--- config.mk ---
export PLATFORM = sky130hd
export DESIGN_NAME = shift_register_keypad_scanner
export DESIGN_NICKNAME = d
export VERILOG_FILES = /design/src/rtl/core/srks_pkg.sv /design/src/rtl/core/shift_register_keypad_scanner.sv
export SDC_FILE = /design/constraint.sdc
export NUM_CORES = 1
export LEC_CHECK = 0
export BUFFER_PORTS_ARGS = -buffer_cell sky130_fd_sc_hd__clkbuf_2
export CAP_MARGIN = 20
export CORE_MARGIN = 3
export CORE_UTILIZATION = 61
export DETAILED_ROUTE_END_ITERATION = 10
export PLACE_DENSITY = 0.83
export SYNTH_ARGS = -nofsm -noshare
export SYNTH_HDL_FRONTEND = slang
export SYNTH_SLANG_ARGS = --single-unit
--- constraint.sdc ---
create_clock -name clk_i -period 6 [get_ports clk_i]
set_input_delay 1.2 -clock clk_i [delete_from_list [all_inputs] [get_ports clk_i]]
set_output_delay 1.2 -clock clk_i [all_outputs]
set_load 0.05 [all_outputs]
--- src/rtl/core/srks_pkg.sv ---
`timescale 1ns / 1ps

package srks_pkg;

  // keypad matrix size
  localparam int unsigned Rows = 5;
  localparam int unsigned Cols = 5;

  // column bits at or above the column count are ignored
  localparam logic [7:0] ColMask = (Cols >= 8) ? 8'hFF : 8'((1 << Cols) - 1);

  // register reset values
  localparam logic [7:0]  SettleTicksRst  = 8'd50;
  localparam logic [15:0] ScanGapTicksRst = 16'd20000;
  localparam logic [3:0]  StableNeededRst = 4'd3;

  // configuration register indexes
  typedef enum logic [1:0] {
    CFG_SETTLE_TICKS   = 2'd0,
    CFG_SCAN_GAP_TICKS = 2'd1,
    CFG_STABLE_NEEDED  = 2'd2
  } cfg_idx_e;

  // scan sequencer phases
  typedef enum logic [2:0] {
    PH_SO_SETUP  = 3'd0,
    PH_SO_CLOCK  = 3'd1,
    PH_LATCH_A   = 3'd2,
    PH_SETTLE    = 3'd3,
    PH_LATCH_B   = 3'd4,
    PH_SI_SAMPLE = 3'd5,
    PH_SI_CLOCK  = 3'd6,
    PH_GAP       = 3'd7
  } phase_e;

endpackage

--- src/rtl/core/shift_register_keypad_scanner.sv ---
// Keypad matrix scanner working through a shared shift-register pin set. Every
// request on the input channel is one timing tick and carries the level sampled
// on the data line; every tick gives exactly one result holding the pin levels
// for that tick (shift clock, latch, data out, data drive enable) plus the scan
// status (scan done, debounced key press, latest key code). Per row the row's
// active-low select byte is shifted out msb first, the latch is pulsed low
// twice with settle_ticks between, then eight column bits are shifted in. The
// first pressed column in the lowest pressed row gives code row*5+col+1, or 0
// when nothing is pressed; scan_gap_ticks idle ticks follow each scan. A press
// is reported once per hold after stable_needed repeated equal codes. Rate is
// one request per clock: the whole tick update is a single pass of logic from
// the state registers into the result register, and a new request is taken
// whenever the result register is empty or is being emptied in the same cycle.
// A result appears in the cycle after its request is accepted. Configuration
// writes are always ready and must only be issued while the block is idle.
`timescale 1ns / 1ps

module shift_register_keypad_scanner
  import srks_pkg::*;
(
  input  logic        clk_i,
  input  logic        rst_ni,
  // tick requests
  input  logic        in_valid_i,
  output logic        in_stall_o,
  input  logic        serial_in_i,
  // results
  output logic        out_valid_o,
  input  logic        out_stall_i,
  output logic        shift_clock_o,
  output logic        shift_latch_o,
  output logic        serial_out_o,
  output logic        data_drive_o,
  output logic        scan_done_o,
  output logic        key_press_o,
  output logic [4:0]  key_code_o,
  // configuration writes
  input  logic        cfg_valid_i,
  output logic        cfg_ready_o,
  input  logic [1:0]  cfg_index_i,
  input  logic [15:0] cfg_data_i
);

  // configuration registers
  logic [7:0]  settle_ticks_q;
  logic [15:0] scan_gap_ticks_q;
  logic [3:0]  stable_needed_q;

  // scan state
  phase_e      phase_q, phase_d;
  logic [2:0]  row_index_q, row_index_d;
  logic [2:0]  bit_count_q, bit_count_d;
  logic [7:0]  shift_byte_q, shift_byte_d;
  logic [15:0] wait_count_q, wait_count_d;
  logic [4:0]  last_code_q, last_code_d;
  logic [7:0]  repeat_count_q, repeat_count_d;
  logic        press_reported_q, press_reported_d;

  // result register
  logic        out_valid_q;
  logic        clk_q, clk_d;
  logic        latch_q, latch_d;
  logic        sout_q, sout_d;
  logic        drive_q, drive_d;
  logic        done_q, done_d;
  logic        press_q, press_d;
  logic [4:0]  code_q;

  logic        accept;
  logic [7:0]  row_byte;
  logic [7:0]  pressed;
  logic [2:0]  first_col;
  logic [6:0]  code_full;
  logic [4:0]  code;
  logic        last_row;
  logic [15:0] wait_dec;

  // request taken when the result slot is free or drains this cycle
  assign in_stall_o  = out_valid_q & out_stall_i;
  assign accept      = in_valid_i & ~in_stall_o;
  assign cfg_ready_o = 1'b1;

  always_ff @(posedge clk_i or negedge rst_ni) begin
    if (!rst_ni) begin
      settle_ticks_q   <= SettleTicksRst;
      scan_gap_ticks_q <= ScanGapTicksRst;
      stable_needed_q  <= StableNeededRst;
    end else if (cfg_valid_i && cfg_ready_o) begin
      case (cfg_idx_e'(cfg_index_i))
        CFG_SETTLE_TICKS:   settle_ticks_q   <= cfg_data_i[7:0];
        CFG_SCAN_GAP_TICKS: scan_gap_ticks_q <= cfg_data_i;
        CFG_STABLE_NEEDED:  stable_needed_q  <= cfg_data_i[3:0];
        default: ;
      endcase
    end
  end

  // active-low row select, one bit cleared
  assign row_byte = ~(8'd1 << row_index_q);

  // columns read active low
  assign pressed = ~shift_byte_q & ColMask;

  // lowest pressed column
  always_comb begin
    first_col = 3'd7;
    for (int i = 7; i >= 0; i--) begin
      if (pressed[i]) begin
        first_col = 3'(i);
      end
    end
  end

  assign code_full = 7'(row_index_q) * 7'(Cols) + 7'(first_col) + 7'd1;
  assign code      = (pressed != 8'd0) ? code_full[4:0] : 5'd0;
  assign last_row  = ({1'b0, row_index_q} + 4'd1) >= 4'(Rows);
  assign wait_dec  = (wait_count_q != 16'd0) ? wait_count_q - 16'd1 : 16'd0;

  // per-tick sequencer and debounce
  always_comb begin
    phase_d          = phase_q;
    row_index_d      = row_index_q;
    bit_count_d      = bit_count_q;
    shift_byte_d     = shift_byte_q;
    wait_count_d     = wait_count_q;
    last_code_d      = last_code_q;
    repeat_count_d   = repeat_count_q;
    press_reported_d = press_reported_q;
    clk_d   = 1'b0;
    latch_d = 1'b1;
    sout_d  = 1'b1;
    drive_d = 1'b0;
    done_d  = 1'b0;
    press_d = 1'b0;

    case (phase_q)
      PH_SO_SETUP: begin
        drive_d = 1'b1;
        sout_d  = row_byte[~bit_count_q];
        phase_d = PH_SO_CLOCK;
      end
      PH_SO_CLOCK: begin
        drive_d = 1'b1;
        sout_d  = row_byte[~bit_count_q];
        clk_d   = 1'b1;
        if (bit_count_q == 3'd7) begin
          bit_count_d = 3'd0;
          phase_d     = PH_LATCH_A;
        end else begin
          bit_count_d = bit_count_q + 3'd1;
          phase_d     = PH_SO_SETUP;
        end
      end
      PH_LATCH_A: begin
        drive_d      = 1'b1;
        sout_d       = row_byte[0];
        latch_d      = 1'b0;
        wait_count_d = {8'd0, settle_ticks_q};
        phase_d      = (settle_ticks_q == 8'd0) ? PH_LATCH_B : PH_SETTLE;
      end
      PH_SETTLE: begin
        drive_d      = 1'b1;
        sout_d       = row_byte[0];
        wait_count_d = wait_dec;
        if (wait_dec == 16'd0) begin
          phase_d = PH_LATCH_B;
        end
      end
      PH_LATCH_B: begin
        drive_d     = 1'b1;
        sout_d      = row_byte[0];
        latch_d     = 1'b0;
        bit_count_d = 3'd0;
        phase_d     = PH_SI_SAMPLE;
      end
      PH_SI_SAMPLE: begin
        shift_byte_d = {shift_byte_q[6:0], serial_in_i};
        phase_d      = PH_SI_CLOCK;
      end
      PH_SI_CLOCK: begin
        clk_d = 1'b1;
        if (bit_count_q != 3'd7) begin
          bit_count_d = bit_count_q + 3'd1;
          phase_d     = PH_SI_SAMPLE;
        end else begin
          bit_count_d = 3'd0;
          if ((pressed != 8'd0) || last_row) begin
            done_d = 1'b1;
            // debounce: equal codes count up, a new code starts over
            if (code == last_code_q) begin
              if (repeat_count_q != 8'hFF) begin
                repeat_count_d = repeat_count_q + 8'd1;
              end
            end else begin
              repeat_count_d   = 8'd0;
              press_reported_d = 1'b0;
              last_code_d      = code;
            end
            if ((repeat_count_d >= {4'd0, stable_needed_q}) && (code != 5'd0) &&
                !press_reported_d) begin
              press_reported_d = 1'b1;
              press_d          = 1'b1;
            end
            row_index_d  = 3'd0;
            wait_count_d = scan_gap_ticks_q;
            phase_d      = (scan_gap_ticks_q == 16'd0) ? PH_SO_SETUP : PH_GAP;
          end else begin
            row_index_d = row_index_q + 3'd1;
            phase_d     = PH_SO_SETUP;
          end
        end
      end
      PH_GAP: begin
        wait_count_d = wait_dec;
        if (wait_dec == 16'd0) begin
          phase_d     = PH_SO_SETUP;
          row_index_d = 3'd0;
          bit_count_d = 3'd0;
        end
      end
      default: begin
        phase_d     = PH_SO_SETUP;
        row_index_d = 3'd0;
        bit_count_d = 3'd0;
      end
    endcase
  end

  always_ff @(posedge clk_i or negedge rst_ni) begin
    if (!rst_ni) begin
      phase_q          <= PH_SO_SETUP;
      row_index_q      <= 3'd0;
      bit_count_q      <= 3'd0;
      shift_byte_q     <= 8'd0;
      wait_count_q     <= 16'd0;
      last_code_q      <= 5'd0;
      repeat_count_q   <= 8'd0;
      press_reported_q <= 1'b0;
    end else if (accept) begin
      phase_q          <= phase_d;
      row_index_q      <= row_index_d;
      bit_count_q      <= bit_count_d;
      shift_byte_q     <= shift_byte_d;
      wait_count_q     <= wait_count_d;
      last_code_q      <= last_code_d;
      repeat_count_q   <= repeat_count_d;
      press_reported_q <= press_reported_d;
    end
  end

  // result valid flag
  always_ff @(posedge clk_i or negedge rst_ni) begin
    if (!rst_ni) begin
      out_valid_q <= 1'b0;
    end else if (accept) begin
      out_valid_q <= 1'b1;
    end else if (!out_stall_i) begin
      out_valid_q <= 1'b0;
    end
  end

  // result payload, held while stalled
  always_ff @(posedge clk_i) begin
    if (accept) begin
      clk_q   <= clk_d;
      latch_q <= latch_d;
      sout_q  <= sout_d;
      drive_q <= drive_d;
      done_q  <= done_d;
      press_q <= press_d;
      code_q  <= last_code_d;
    end
  end

  assign out_valid_o   = out_valid_q;
  assign shift_clock_o = clk_q;
  assign shift_latch_o = latch_q;
  assign serial_out_o  = sout_q;
  assign data_drive_o  = drive_q;
  assign scan_done_o   = done_q;
  assign key_press_o   = press_q;
  assign key_code_o    = code_q;

endmodule

==> out/metrics.cfg, run 1 <==
[run_status]
status=completed

[placed_design]
placedInstanceArea_um2=5240
numPortBuffers=36
gp_congestion=0.866
place_hpwl_mm=7.99

[final_layout]
n_fill_cell=615
layout_common_cells=63 x dfrtp_1, 50 x nand2_1, 42 x nor2_1, 42 x mux2_2
fin_area_um2=5430
syn_to_final_growth_pct=8.28
final_nets=597
final_common_cell=dfrtp_1
n_antenna_cell=0
drive_gt1_frac=0.209

[timing]
worst_clock_skew_ns=0.0105
whs_ns=0.500
fmax_mhz=207
finalSetupViolCount=0
tightest_slew_ns=0.925
hold_viol=0
setup-tns-final_ns=0
rsz0062_at_grt=no
slew_headroom=0.383
drv_slew=0
finalWorstPathRequiredPeriod_ns=4.83
fin_crit_sh=0.806

[worst_setup_path]
endpoint_kind=flop
worst-path-max-fanout=10
ff2ff_path_depth=18
rrSetupSlack_ns=1.17
slowest_delay_ns=0.56
cp_slowest_cell=fa_1
timing.rr.end=key_press_o
path_class=reg -> reg
worst_ep_arrival_time_ns=4.93
timing.rr.start=row_index_q[0]
cp_cell_sequence=inv_1 > fa_1 > inv_1 > ha_1 > fa_1 > xor2_1 > o22ai_1 > nand2_1 > a22o_1 > nor3b_2 > nand2_1 > ha_1 > nand2b_1 > a211oi_1 > o21bai_1 > and3_1 > a41oi_1 > a211oi_1
required_ns=6.09
cp-start-kind=flop

[global_route]
met2_usage=0.391
top_usage_layer=met2
grt_pass1_wl_mm=19.5
grt_pass1_vias=4093
grt_max_degree=74
use_met1=0.352
gr-total-overflow=0
antenna_found_initial=0
grtUsageMet3=0.0397
grtUsageTotal=0.248

[clocking]
cts_hold_buf=0
clkSlewWorstSetupHoldPaths_ns=0.09
insertion_delay_ns=0.37
cts_tree=done
cts_buffers=9
max-clock-path-buffers=2
cts_max_level=3
root_buffer=clkbuf_8
post_cts_resized=0
post-cts-setup-buffers=0
clock-sinks=84

[routing]
ant_nets=0
totalWireLength_mm=11.2
viasPerCell=6.38
drt_iter0_drc=334
dr_total_vias=4185
dr.pass1.iters=7
wl_per_cell_um=17.0
drc=0

[power]
irDropWorstVdd_mv=0.186
leakage_nw=2.42
cellPowerDensity_nw_per_um2=334

[synthesis]
synth_edf_count=11
synth_area_per_cell_um2=9.65
synthSimpleGateAreaFrac=0.191
synth_area_um2=5020
synthFlopType=dfrtp_1
synth_cell_types=67
ys_async_sr_fraction=0.869
synth_area_leaders=dfrtp_1 31%, mux2_2 9.4%, edfxtp_1 6.6%
synth_top_family_by_area=simple AND/OR/NAND/NOR gates
syn_inst=520
seq_area_frac_synth=0.432
yosys_warnings=0
synthAdderAreaFrac=0.0628
synth_compound_area_frac=0.159
synth.area.mux_share=0.105
synth_top_cell_by_area=dfrtp_1
synth_nets=568
synth_xor_area_frac=0.0157
yosys_register_bits=84
synth.top_cell.area_share=0.314

[die]
die_area_um2=9350
die_x_um=96.7
dieHeight_um=96.7
core.rowCount=32
ios=38
start_util=0.640
core_area_um2=7850

[min_path]
hold_path_end=press_reported_q
min_path_type=reg -> reg
holdPathStages=1
worstHoldStart=press_reported_q

[run]
drv_cap=0

-- logic make-up (layout without fill, tap and decap cells) --
logic type | after synthesis | in the layout
xor gates and xnor gates | 9 | 9
adders and majority gates | 24 | 24
other | 1 | 1
DFF | 84 | 84
buffers and inverters | 39 | 73
and+or+nand+nor | 189 | 189
AOI/OAI and AO/OA | 127 | 127
muxes | 47 | 47
-- per-stage QoR --
step	power, mW	instances	setup WS [ns]	utilization
after CTS	1.82	655	1.18	0.692
after global placement	1.39	639	1.46	0.668
after global routing	1.94	656	0.836	0.692
after floorplan	1.28	520	1.74	-
final	1.82	656	1.17	0.692
after detailed placement	1.41	639	1.24	0.668
-- sequential cells by signal, indices dropped and copies added, names as in the netlist --
register	count
scan_gap_ticks_q	16
wait_count_q	16
repeat_count_q	8
settle_ticks_q	8
key_code_o	5
last_code_q	5
shift_byte_q	5
stable_needed_q	4
bit_count_q	3
phase_q	3
row_index_q	3
data_drive_o	1
key_press_o	1
out_valid_o	1
press_reported_q	1
scan_done_o	1
serial_out_o	1
shift_clock_o	1
shift_latch_o	1
-- worst max path at each step --
stage | end | slack (ns) | depth (start not counted) | start
3_3_place_gp | key_press_o | 1.46 | 18 | row_index_q[0]
2_1_floorplan | key_press_o | 1.74 | 18 | row_index_q[0]
4_1_cts | key_press_o | 1.18 | 18 | row_index_q[0]
5_1_grt | key_press_o | 0.84 | 18 | row_index_q[0]
3_5_place_dp | key_press_o | 1.24 | 18 | row_index_q[0]
6_report | key_press_o | 1.17 | 18 | row_index_q[0]
-- cell type report --
class	instances	area (um^2)	area share
multi-input combinational	397	2680	0.494
sequential	84	2170	0.399
timing repair buffer	39	200	0.0368
tap	102	128	0.0235
clock buffer	9	124	0.0228
inverter	18	67.6	0.0124
clock inverter	7	62.6	0.0115
-- where the power goes --
| part | internal [mW] | leakage (nW) | switching [mW] |
|---|---|---|---|
| clock network | 0.162 | 0.0988 | 0.236 |
| logic | 0.221 | 1.32 | 0.345 |
| registers | 0.697 | 1.00 | 0.156 |
| total | 1.08 | 2.42 | 0.737 |
-- worst max-delay path: cells and delay by family (launching register included) --
family | cells | cell delay [ns]
AO/OA/AOI/OAI | 6 | 1.01
XOR/XNOR | 1 | 0.17
adder cells (fa/ha/maj) | 4 | 1.59
buffers and inverters | 2 | 0.22
flip-flops | 1 | 0.50
AND/OR/NAND/NOR | 5 | 1.09
-- metal layers --
layer,routed length [um],up-vias
li1,-,1964
met1,4980,2037
met2,5310,169
met3,699,15
met4,174,0
met5,0,-
-- cell usage after synthesis, types with 4 or more instances --
library cell / n
mux2_2: 42
a21oi_1: 35
o21ai_1: 6
inv_1: 17
or3_1: 5
clkbuf_1: 15
nor2b_1: 5
a22oi_1: 4
a211oi_1: 4
nor3_1: 14
nor2_1: 42
and2_1: 6
a22o_1: 6
o21ai_0: 34
dfstp_2: 10
edfxtp_1: 11
a21o_1: 7
a41oi_1: 5
nand2b_1: 6
nand4_1: 4
nand2_1: 50
nand3_1: 22
and3_1: 8
xor2_1: 6
dfrtp_1: 63
nor4_1: 11
ha_1: 22
o22ai_1: 4
Power figures use the tool's default switching activity.
==> run 2: changes to the inputs <==
Settings changed: CORE_UTILIZATION 61 to 55, PLACE_DENSITY 0.83 to 0.79.
Clock period 6 ns to 3.9 ns, I/O delays scaled along.
==> run 2 against run 1 <==
The flow now finishes with violations (setup timing); setup slack worse by 1.5 ns; critical path depth is 1 higher; sequential share of layout area down 2.1 points; power rose by 60%; count of clock-buffer cells in the layout rose by 2; sequential cell count unchanged; critical endpoint unchanged; largest cell class unchanged; highest routed layer unchanged.
==> out/metrics.cfg, run 2 (synthesis gave the netlist of run 1 again) <==
[placed_design]
dp_cells=667  ; +4.4%
gp_congestion=0.872  ; +0.72%
post-place-ws_ns=-0.363  ; -1.60 ns
numPortBuffers=36  ; unchanged
place_hpwl_mm=8.24  ; +3.2%

[worst_setup_path]
cp_slowest_cell=fa_1
cp_cell_sequence=nand2_1 > o211ai_1 > fa_1 > inv_1 > ha_2 > fa_1 > xor2_1 > o22ai_1 > nand2_1 > a22o_1 > nor3b_4 > nand2_1 > ha_1 > nand2b_4 > a211oi_2 > o21bai_1 > and3_1 > a41oi_2 > a211oi_1
timing.rr.start=shift_byte_q[3]
cp_num_buf_inv=1  ; -1
crit_cells=19  ; +1
worst_ep_arrival_time_ns=4.40  ; -0.53 ns
rrSetupSlack_ns=-0.38  ; -1.55 ns
crit_top_cell=nand2_1
cp-start-kind=flop
path_class=reg -> reg
endpoint_kind=flop
timing.rr.end=key_press_o
required_ns=4.02  ; -2.07 ns
ff2ff_path_depth=19  ; +1
slowest_delay_ns=0.46  ; -0.10 ns
cp_top_family=adder cells
worst-path-max-fanout=4  ; -6

[min_path]
min_path_type=reg -> reg
hold_path_end=stable_needed_q[2]
worstHoldStart=stable_needed_q[2]
holdPathStages=1  ; unchanged

[routing]
highest_layer=met4
wl_met1_mm=5.36  ; +7.8%
wl_met3_um=512  ; -27%
drt_iter0_drc=445  ; +33%
ant_nets=0  ; unchanged
drc=0  ; unchanged
dr_total_vias=4244  ; +1.4%
viasPerCell=6.15  ; -3.6%
dr.pass1.iters=5  ; -2
wl_met2_mm=5.50  ; +3.6%
totalWireLength_mm=11.6  ; +4.2%
wl_per_cell_um=16.8  ; -0.97%

[timing]
drv_slew=0  ; unchanged
slew_headroom=0.371  ; -0.0126
hold_viol=0  ; unchanged
layout_setup_ws_ns=-0.382  ; -1.55 ns
tightest_slew_ns=0.944  ; +0.0189 ns
worst_clock_skew_ns=0.0210  ; +0.0104 ns
finalSetupViolCount=2  ; +2
finalWorstPathRequiredPeriod_ns=4.28  ; -0.552 ns
rsz0062_at_grt=yes
fmax_mhz=234  ; +13%
fin_crit_sh=1.10  ; +0.292

[clocking]
cts_buffers=9  ; unchanged
cts_hold_buf=0  ; unchanged
cts_tree=done
root_buffer=clkbuf_8
clock-sinks=84  ; unchanged
clkSlewWorstSetupHoldPaths_ns=0.10  ; about the same
cts_max_level=3  ; unchanged
insertion_delay_ns=0.38  ; about the same
max-clock-path-buffers=2  ; unchanged

[final_layout]
drive_gt1_frac=0.261  ; +0.0518
top_regs=scan_gap_ticks_q x16, wait_count_q x16
final_common_cell=dfrtp_1
layout_common_cells=62 x dfrtp_1, 48 x nand2_1, 42 x nor2_1, 42 x mux2_2
final_util=0.652  ; -0.0406
instances_no_fill=690  ; +5.2%
final_nets=625  ; +4.7%
n_antenna_cell=0  ; unchanged
syn_to_final_growth_pct=14.4

[global_route]
antenna_found_initial=0  ; unchanged
grt_max_degree=41  ; -45%
grtUsageTotal=0.242  ; -0.00656
grt_pass1_wl_mm=19.7  ; +0.78%
gr-total-overflow=0  ; unchanged
grt_pass1_vias=4041  ; -1.3%

[power]
cellPowerDensity_nw_per_um2=506  ; +51%
leakage_nw=2.58  ; +6.9%
irDropWorstVdd_mv=0.309  ; +66%

[die]
die_x_um=102  ; +5.0%
die_area_um2=10300  ; +10%
core.rowCount=34  ; +6.3%
dieHeight_um=102  ; +5.0%
ios=38  ; unchanged
start_util=0.570  ; -0.0696
core_area_um2=8810  ; +12%

[run_status]
violations=setup timing
status=complete, but fails checks

[run]
drv_cap=0  ; unchanged

==> run 2: changes by cell type in the layout (fill, tap and decap cells not counted), sizes merged <==
cell,before,now
clkbuf,44,46
inv,23,18
bufinv,0,2
clkinv,2,3
buf,4,32
==> run 2: metal layers <==
layer / up-vias / GRT usage
li1: 2026 / -
met1: 2054 / 0.339
met2: 142 / 0.382
met3: 22 / 0.0399
met4: 0 / 0.0838
met5: - / 0
==> run 2: power by group <==
part | leakage, nW | switching (mW) | internal, mW
Sequential | 1.00 | 0.234 | 1.07
Combinational | 1.47 | 0.532 | 0.358
Clock | 0.108 | 0.344 | 0.366
Total | 2.58 | 1.11 | 1.80
==> run 2: worst max path at each step <==
stage,start,slack [ns],end
floorplan,shift_byte_q[2],-0.17,key_press_o
global placement,shift_byte_q[3],-0.22,key_press_o
detailed placement,shift_byte_q[3],-0.36,key_press_o
CTS,shift_byte_q[3],-0.37,key_press_o
global route,shift_byte_q[3],-0.56,key_press_o
finish,shift_byte_q[3],-0.38,key_press_o
==> run 2: repair_timing <==
| action | CTS | global route |
|---|---|---|
| buffers inserted | 3 | 4 |
| endpoints found under the setup margin | 6 | 10 |
| resized for setup | 1 | 6 |
| pin swaps | 4 | 5 |
==> run 2: worst register-to-register path, cell delays in order (launching register included) <==
cell	delay [ns]
dfrtp_1	0.36
nand2_1	0.05
o211ai_1	0.20
fa_1	0.44
inv_1	0.07
ha_2	0.18
fa_1	0.46
xor2_1	0.18
o22ai_1	0.21
nand2_1	0.09
a22o_1	0.27
nor3b_4	0.25
nand2_1	0.10
ha_1	0.28
nand2b_4	0.14
a211oi_2	0.20
o21bai_1	0.11
and3_1	0.21
a41oi_2	0.15
a211oi_1	0.06
==> run 2: per-stage QoR <==
step	hold slack, ns	TNS (ns)	power [mW]	instance area, um^2
6_report	0.523	-0.728	2.91	5740
5_1_grt	0.544	-1.07	3.08	5740
4_1_cts	0.523	-0.577	2.89	5690
3_5_place_dp	0.503	-0.575	2.19	5450
3_3_place_gp	0.490	-0.283	2.15	5450
2_1_floorplan	0.474	-0.174	1.97	5040
==> run 2: layout make-up <==
type / count / area, um^2
timing repair buffer: 67 / 425
inverter: 18 / 67.6
multi-input combinational: 397 / 2720
sequential: 84 / 2170
tap: 108 / 135
clock inverter: 5 / 86.3
fill: 704 / 3070
clock buffer: 11 / 131
==> run 3: changes to the inputs <==
Settings changed: CORE_UTILIZATION 55 to 30, PLACE_DENSITY 0.79 to 0.49.
==> run 3 against run 2 <==
The flow still finishes with violations (setup timing); sequential power hardly changed; clock skew is 0.013 ns lower; die area is 78% higher; hold slack worse by 0.017 ns; sequential cell count stayed put; wire length is 6.4% higher; non-clock buffer count is 3 lower; first-iteration DRC count is 44% lower; maximum frequency is 3.9% higher; clock power is 27% higher; design area is 4.1% higher.
==> out/metrics.cfg, run 3 (synthesis gave the netlist of run 1 again) <==
[die]
core_area_um2=16100  ; +83%
start_util=0.311  ; -0.258
ios=38  ; unchanged
die_area_um2=18300  ; +78%
core.rowCount=46  ; +35%
dieHeight_um=135  ; +33%
die_x_um=135  ; +33%

[global_route]
use_met1=0.184  ; -0.154
met2_usage=0.224  ; -0.158
grt_max_degree=74  ; +80%
top_usage_layer=met2
grtUsageMet3=0.0397  ; -0.000198
grt_pass1_wl_mm=20.3  ; +3.3%
antenna_found_initial=0  ; unchanged
grtUsageTotal=0.140  ; -0.101
grt_pass1_vias=3965  ; -1.9%
gr-total-overflow=0  ; unchanged

[power]
power_mw=3.12  ; +7.3%
cellPowerDensity_nw_per_um2=522  ; +3.0%
irDropWorstVdd_mv=0.328  ; +6.1%
leakage_nw=2.61  ; +1.1%

[final_layout]
n_fill_cell=1674  ; +140%
final_util=0.371  ; -0.281
fin_area_um2=5980  ; +4.1%
n_antenna_cell=0  ; unchanged
multi_input_area_um2=2750  ; +1.0%
drive_gt1_frac=0.271  ; +0.00999
syn_to_final_growth_pct=19.1
top_regs=scan_gap_ticks_q x16, wait_count_q x16
area.sequential_um2=2170  ; unchanged
final_nets=622  ; -0.48%
final_common_cell=dfrtp_1
layout_common_cells=62 x dfrtp_1, 47 x nand2_1, 42 x mux2_2

[placed_design]
gp_congestion=0.808  ; -7.3%
numPortBuffers=36  ; unchanged
placedInstanceArea_um2=5570  ; +2.2%
post-place-ws_ns=-0.363  ; +0.000127 ns
place_hpwl_mm=8.97  ; +8.8%

[worst_setup_path]
crit_top_cell=nand2_1
cp-start-kind=flop
worst_ep_arrival_time_ns=4.22  ; -0.18 ns
endpoint_kind=flop
slowest_delay_ns=0.60  ; +0.14 ns
cp_slowest_cell=fa_2
path_class=reg -> reg
required_ns=3.99  ; -0.03 ns
cp_cell_sequence=nand2_1 > o211ai_1 > fa_1 > inv_2 > ha_4 > fa_2 > xor2_1 > o22ai_2 > nand2_1 > a22o_1 > or3b_4 > nor2_2 > ha_1 > a211oi_2 > o21bai_1 > and3_1 > a41oi_2 > a211oi_1
worst-path-max-fanout=4  ; unchanged

[clocking]
cts_buffers=9  ; unchanged
cts_max_level=3  ; unchanged
cts_hold_buf=0  ; unchanged
cts_tree=done
clkSlewWorstSetupHoldPaths_ns=0.06  ; -0.04 ns
root_buffer=clkbuf_16
max-clock-path-buffers=2  ; unchanged
insertion_delay_ns=0.35  ; -0.03 ns
clock-sinks=84  ; unchanged

[timing]
fmax_mhz=243  ; +3.9%
whs_ns=0.506  ; -0.0172 ns
hold_viol=0  ; unchanged
fin_crit_sh=1.06  ; -0.0411
slew_headroom=0.355  ; -0.0159
layout_setup_ws_ns=-0.221  ; +0.160 ns
rsz0062_at_grt=yes
tightest_slew_ns=0.968  ; +0.0238 ns
finalSetupViolCount=2  ; unchanged
finalWorstPathRequiredPeriod_ns=4.12  ; -0.160 ns
worst_clock_skew_ns=0.00796  ; -0.0130 ns
drv_slew=0  ; unchanged

[routing]
dr.pass1.iters=4  ; -1
drc=0  ; unchanged
drt_iter0_drc=248  ; -44%
dr_total_vias=4059  ; -4.4%
wl_per_cell_um=15.6  ; -7.7%
viasPerCell=5.11  ; -17%
totalWireLength_mm=12.4  ; +6.4%
ant_nets=0  ; unchanged

[min_path]
min_path_type=reg -> reg

[run_status]
violations=setup timing
status=complete, but fails checks

[run]
drv_cap=0  ; unchanged

-- run 3: changes by cell type in the layout (fill, tap and decap cells not counted), sizes merged --
| cell | previous run | this run |
|---|---|---|
| clkinvlp | 0 | 1 |
| buf | 32 | 29 |
| clkbuf | 46 | 48 |
| bufinv | 2 | 0 |
| clkinv | 3 | 2 |
-- run 3: final cells by class --
type | count | share of cell area
inverter | 18 | 0.0113
sequential | 84 | 0.363
timing repair buffer | 64 | 0.0657
tap | 216 | 0.0452
multi-input combinational | 397 | 0.460
clock inverter | 3 | 0.00377
clock buffer | 13 | 0.0506
-- run 3: metal layers --
| layer | part of all wire | wire [um] | vias to the layer above |
|---|---|---|---|
| met5 | 0 | 0 | - |
| met4 | 0.011 | 140 | 0 |
| met3 | 0.057 | 708 | 10 |
| met2 | 0.47 | 5770 | 79 |
| met1 | 0.46 | 5750 | 1955 |
| li1 | - | - | 2015 |
-- run 3: final timing paths --
check | start | to | slack, ns | depth (start not counted)
max in group asynchronous | rst_ni | row_index_q[0] | 2.64 | 1
hold reg to reg | press_reported_q | press_reported_q | 0.51 | 1
setup / recovery | shift_byte_q[3] | key_press_o | -0.22 | 18
setup reg to reg | shift_byte_q[3] | key_press_o | -0.22 | 18
min in group asynchronous | rst_ni | bit_count_q[1] | 0.59 | 1
hold / removal | press_reported_q | press_reported_q | 0.51 | 1
-- run 3: stage by stage --
stage,instances,TNS [ns]
2_1_floorplan,520,-0.174
3_3_place_gp,774,-0.338
3_5_place_dp,774,-0.558
4_1_cts,795,-0.590
5_1_grt,795,-0.806
6_report,795,-0.393
-- run 3: where the power goes --
group | total (mW) | switching (mW) | internal, mW
Sequential | 1.31 | 0.236 | 1.07
Combinational | 0.910 | 0.546 | 0.364
Clock | 0.899 | 0.354 | 0.545
-- run 3: repair_timing --
action / in CTS / in global routing
buffers inserted: 5 / 0
endpoints found under the setup margin: 3 / 10
pin swaps: 9 / 10
resized for setup: 5 / 8
-- run 3: worst max-delay path: cells and delay by family, from the launching register on --
kind / cells / cell delay [ns]
AND/OR/NAND/NOR: 5 / 0.84
adder cells (fa/ha/maj): 4 / 1.51
buffers and inverters: 1 / 0.05
XOR/XNOR: 1 / 0.08
flip-flops: 1 / 0.38
AO/OA/AOI/OAI: 7 / 1.02
